===== config.mk =====
export PLATFORM = sky130hd
export DESIGN_NAME = ciu_muldiv
export DESIGN_NICKNAME = d
export VERILOG_FILES = /design/src/rtl/ciu_pkg.sv /design/src/rtl/ciu_muldiv.sv
export SDC_FILE = /design/constraint.sdc
export NUM_CORES = 1
export LEC_CHECK = 0
export BUFFER_PORTS_ARGS = -buffer_cell sky130_fd_sc_hd__buf_2
export CORE_MARGIN = 2
export CORE_UTILIZATION = 30
export DETAILED_ROUTE_END_ITERATION = 10
export GPL_TIMING_DRIVEN = 0
export SLEW_MARGIN = 20
export SYNTH_ARGS = -nofsm -noshare
export SYNTH_HDL_FRONTEND = slang
export SYNTH_SLANG_ARGS = --single-unit

===== constraint.sdc =====
create_clock -name clk -period 5.7 [get_ports clk]
set_input_delay 1.14 -clock clk [delete_from_list [all_inputs] [get_ports clk]]
set_output_delay 1.14 -clock clk [all_outputs]
set_load 0.02 [all_outputs]

===== src/rtl/ciu_pkg.sv =====
// types, codes and constants of the execute unit
// no dependencies
`default_nettype none
package ciu_pkg;

	localparam int MEM_BYTES = 4096;
	localparam int MEM_AW    = $clog2(MEM_BYTES);
	localparam int NBANK     = 8;
	localparam int ROWS      = MEM_BYTES / NBANK;
	localparam int ROW_W     = $clog2(ROWS);

	localparam logic [7:0] FLAG_REG = 8'hFF;
	localparam int ZERO_POS = 6;
	localparam int SIGN_POS = 7;
	localparam int HALT_POS = 15;

	localparam logic [3:0] FMT_RR  = 4'hA;
	localparam logic [3:0] FMT_RM  = 4'hB;
	localparam logic [3:0] FMT_MR  = 4'hC;
	localparam logic [3:0] FMT_IMM = 4'hD;
	localparam logic [3:0] FMT_FLG = 4'hF;

	localparam logic [7:0] OP_MOV  = 8'h01;
	localparam logic [7:0] OP_ADD  = 8'h02;
	localparam logic [7:0] OP_SUB  = 8'h03;
	localparam logic [7:0] OP_MUL  = 8'h04;
	localparam logic [7:0] OP_DIV  = 8'h05;
	localparam logic [7:0] OP_AND  = 8'h06;
	localparam logic [7:0] OP_OR   = 8'h07;
	localparam logic [7:0] OP_INC  = 8'h08;
	localparam logic [7:0] OP_DEC  = 8'h09;
	localparam logic [7:0] OP_SHL  = 8'h0A;
	localparam logic [7:0] OP_SHR  = 8'h0B;
	localparam logic [7:0] OP_HALT = 8'h0C;
	localparam logic [7:0] OP_CCLR = 8'h01;
	localparam logic [7:0] OP_CSET = 8'h02;
	localparam logic [7:0] OP_CCPL = 8'h03;
	localparam logic [7:0] OP_FLAST = 8'h0F;

	typedef enum logic [1:0] {
		ST_DONE    = 2'd0,
		ST_HALT    = 2'd1,
		ST_BAD     = 2'd2,
		ST_IGNORED = 2'd3
	} status_t;

	typedef enum logic [2:0] {
		S_IDLE, S_READ, S_EXEC, S_MULDIV, S_WB
	} state_t;

	typedef struct packed {
		logic start;
		logic is_div;
	} md_req_t;

	typedef struct packed {
		logic       wr_reg;
		logic       wr_mem;
		logic       set_zn;
		logic       use_unit;
		logic       halt;
		logic       flag_op;
		status_t    status;
		logic [7:0] dst;
	} exec_ctl_t;

	// flag bit touched by the flag ops from direction clear onward
	function automatic logic [15:0] flag_mask(input logic [2:0] sel);
		case (sel)
			3'd1:    flag_mask = 16'h0001;
			3'd2:    flag_mask = 16'h0400;
			3'd3:    flag_mask = 16'h0200;
			3'd4:    flag_mask = 16'h0800;
			3'd5:    flag_mask = 16'h0080;
			3'd6:    flag_mask = 16'h0040;
			3'd7:    flag_mask = 16'h0004;
			default: flag_mask = 16'h0000;
		endcase
	endfunction

endpackage
`default_nettype wire


===== src/rtl/ciu_muldiv.sv =====
// shared radix-2 multiply / restoring divide unit, one bit per cycle
// depends on ciu_pkg
`default_nettype none
module ciu_muldiv import ciu_pkg::*; (
	input  wire logic        clk,
	input  wire logic        arst_n,
	input  wire md_req_t     req,
	input  wire logic [63:0] a,
	input  wire logic [63:0] b,
	output logic             done,
	output logic [63:0]      result
);

	logic [6:0]  cnt_q;
	logic        done_q;
	logic        div_q;
	logic [63:0] acc_q;
	logic [63:0] x_q;
	logic [63:0] y_q;
	logic [64:0] rem;
	logic        fits;

	assign rem  = {acc_q, x_q[63]};
	assign fits = rem >= {1'b0, y_q};

	always_ff @(posedge clk or negedge arst_n) begin
		if (!arst_n) begin
			cnt_q  <= '0;
			done_q <= 1'b0;
		end else begin
			done_q <= (cnt_q == 7'd1);
			if (req.start) begin
				cnt_q <= 7'd64;
			end else if (cnt_q != '0) begin
				cnt_q <= cnt_q - 7'd1;
			end
		end
	end

	always_ff @(posedge clk) begin
		if (req.start) begin
			acc_q <= '0;
			x_q   <= a;
			y_q   <= b;
			div_q <= req.is_div;
		end else if (cnt_q != '0) begin
			if (div_q) begin
				// divide by zero falls out as all ones
				acc_q <= fits ? 64'(rem - {1'b0, y_q}) : rem[63:0];
				x_q   <= {x_q[62:0], fits};
			end else begin
				acc_q <= y_q[0] ? acc_q + x_q : acc_q;
				x_q   <= {x_q[62:0], 1'b0};
				y_q   <= {1'b0, y_q[63:1]};
			end
		end
	end

	assign done   = done_q;
	assign result = div_q ? x_q : acc_q;

endmodule
`default_nettype wire


==> run summary <==
antenna violation net count after detailed routing: 0
placeable core area: 58,700 um2
via count of the first global-routing pass: 16.7k
final clock period utilization by the worst path: 81.0%
post-cts gate resize count: 0
placed instance area: 19,800 um2
static leakage: 8.77 nW
critical path's most frequent cell: sky130_fd_sc_hd__clkbuf_1
fraction of registers with async set/reset: 3.98%
clock tree buffer depth: 3
most frequent cell after synthesis: sky130_fd_sc_hd__nand2_1
starting utilization of the core area: 30.1%
number of setup violations in the final report: 0
overall global routing resource usage: 21.9%
Cell variety after synth: 82
list of cells traversed by the critical path: clkbuf_1 -> clkbuf_1 -> clkbuf_1 -> o21ai_0 -> buf_2
Max Cap Viol: 0
remaining max-slew budget at the tightest pin: 31.4%
Mapped Avg Cell Area: 8.27 um2
flip-flop and latch count after synthesis: 201
Place WS: 0.887 ns
final routed wirelength across all metal layers: 68.8 mm
first-pass GRT wire length: 102 mm
post-route cell area: 20,600 um2
clock latency on the worst-skew pair: 0.57 ns
required time at the worst-slack endpoint: 4.56 ns
maximum resistive drop on vdd: 0.250 mV
Largest stage delay, worst path: 0.70 ns
via total after detailed routing: 17.3k
residual DRC count: 0
width of the die: 247 um
kind of start point of the critical path: register
drt pass-1 iters: 6
cell types with the highest counts after synthesis: sky130_fd_sc_hd__nand2_1 (232), sky130_fd_sc_hd__a21oi_1 (220), sky130_fd_sc_hd__nor2_1 (187), sky130_fd_sc_hd__o21ai_0 (159)
run status: finished clean
max-slew violation total from the final report: 0
total power divided by cell area: 617 nW/um2
worst-case clock skew: 0.0137 ns
crit-path max FO: 10
cell row count: 89
pin slew with the least headroom to its limit: 1.03 ns
clock slew at the register clock pins of the worst setup and hold paths: 0.06 ns
CTS tree: built
slowest stage cell, crit path: sky130_fd_sc_hd__clkbuf_1
minimum period implied by the final worst setup slack: 4.62 ns
NumNets Final: 2,629
pin count of the biggest net entering global routing: 49
dominant synthesized flop cell: sky130_fd_sc_hd__edfxtp_1
CTS H-tree depth: 1
routed via count divided by cell count: 5.49
chip height: 247 um
Final Hold Violating Endpoints: 0
maximum clock frequency: 0.217 GHz
wire per inst: 21.8 um
number of inserted filler cells in the final layout: 6,105
leading post-synthesis cells by cell area: sky130_fd_sc_hd__edfxtp_1 (22%), sky130_fd_sc_hd__ha_1 (9.1%), sky130_fd_sc_hd__mux2_2 (7.6%), sky130_fd_sc_hd__dfxtp_1 (7.2%), sky130_fd_sc_hd__a21oi_1 (6.2%)
type of element capturing the critical path: primary output
Buf/Inv on CP: 4
Post-Syn Area: 17,700 um2
count of pins on the block boundary: 197
clock root buffer: sky130_fd_sc_hd__clkbuf_16
placed wire-length estimate after detailed placement: 56.0 mm
Ant. Diodes: 0
Arr. time, crit path: 3.48 ns
synthesis warning total: 0
number of CTS-inserted buffers: 25
unrepaired setup endpoints after global routing: false
IO Port Bufs: 196
cells after synthesis: 2,139
initial antenna violation count: 1
net count of the mapped netlist: 2,402
# clock sinks: 201
Hold Path Class: input port to async pin
sequential cell area fraction in the yosys report: 30.3%
growth of design area from synthesis to finish: 16.3%
Top Family by Delay on Critical Path: buffers and inverters
aggregate global routing overflow: 0
top-area cell type share of the netlist area: 21.9%
cell accounting for the most synthesized area: sky130_fd_sc_hd__edfxtp_1
kind of critical path: register to primary output
share of post-route cells with drive strength above 1: 16.9%
number of DRC markers in iteration 0: 1,760
routability congestion estimate from global placement: 0.975
number of hold-repair buffers added at the cts stage: 0
buffers inserted during post-CTS setup optimization: 0
EDFF count, synth: 129
minimum setup slack in the final design: 1.08 ns
die area: 60,900 um2
-- worst paths after layout --
kind | slack [ns] | to | depth (start not counted) | start
setup / recovery | 1.08 | result[39] | 5 | div_q
hold / removal | 0.41 | cnt_q[4] | 1 | arst_n
setup reg to reg | 1.53 | acc_q[62] | 11 | acc_q[48]
hold reg to reg | 0.52 | cnt_q[6] | 2 | cnt_q[6]
max in group asynchronous | 5.12 | cnt_q[5] | 1 | arst_n
min in group clk | 0.52 | cnt_q[6] | 2 | cnt_q[6]
-- logic make-up after synthesis --
| logic type | after synthesis | synth area share [%] |
|---|---|---|
| and+or+nand+nor | 643 | 16.5 |
| xor gates and xnor gates | 106 | 5.25 |
| DFF | 201 | 30.3 |
| buffers and inverters | 218 | 4.92 |
| AOI/OAI and AO/OA | 684 | 24.0 |
| adders and majority gates | 131 | 9.35 |
| muxes | 156 | 9.70 |
-- flip-flops by register name (all words and copies together), names as in the netlist --
register	flops
div_q	1
y_q	64
cnt_q	7
done	1
acc_q	64
x_q	64
-- metrics by stage --
stage	setup TNS (ns)	power [mW]	hold WS [ns]	util (%)	std cells
finish	0	12.7	0.410	35.0	3157
global route	0	13.6	0.401	35.0	3157
CTS	0	12.5	0.399	35.0	3157
detailed placement	0	10.8	0.501	33.7	3112
global placement	-72.02	10.8	0.485	33.5	3108
floorplan	0	8.31	0.457	-	2139
-- cells in the final DEF (no fill, tap or decap), drive strengths merged, types with 13 or more instances in the layout --
| cell | instances |
|---|---|
| o21bai | 35 |
| a211oi | 31 |
| o21ai | 193 |
| or3 | 13 |
| ha | 129 |
| edfxtp | 129 |
| inv | 104 |
| nand3 | 31 |
| xor2 | 44 |
| mux2 | 124 |
| nand2b | 14 |
| a31oi | 13 |
| mux2i | 32 |
| clkbuf | 122 |
| a21o | 52 |
| o211ai | 22 |
| nand4 | 45 |
| buf | 231 |
| xnor2 | 62 |
| o21a | 20 |
| a21oi | 221 |
| nor2 | 188 |
| nor3 | 50 |
| dfxtp | 64 |
| nand2 | 232 |
| nor2b | 13 |
-- cell type report --
| type | instances | area, um2 | area share, % |
|---|---|---|---|
| Buffer | 116 | 489 | 2.38 |
| Clock buffer | 37 | 763 | 3.71 |
| Clock inverter | 8 | 47.5 | 0.231 |
| Inverter | 102 | 383 | 1.86 |
| Multi-Input combinational cell | 1720 | 11500 | 55.8 |
| Sequential cell | 201 | 5360 | 26.0 |
| Tap cell | 773 | 967 | 4.70 |
| Timing Repair Buffer | 200 | 1080 | 5.27 |
-- where the power goes --
group          switching, mW  internal, mW
sequential             0.719          2.01
combinational           5.25          3.10
clock                  0.690         0.925
-- routing by layer --
metal	part of all wire [%]	global-route usage [%]	vias to the layer above
met5	0	0	-
met3	6.9	2.85	98
li1	-	-	8283
met1	47	31.4	8287
met4	2.6	6.38	0
met2	43	34.2	666
Note: power is estimated with default switching activity, not from simulation.
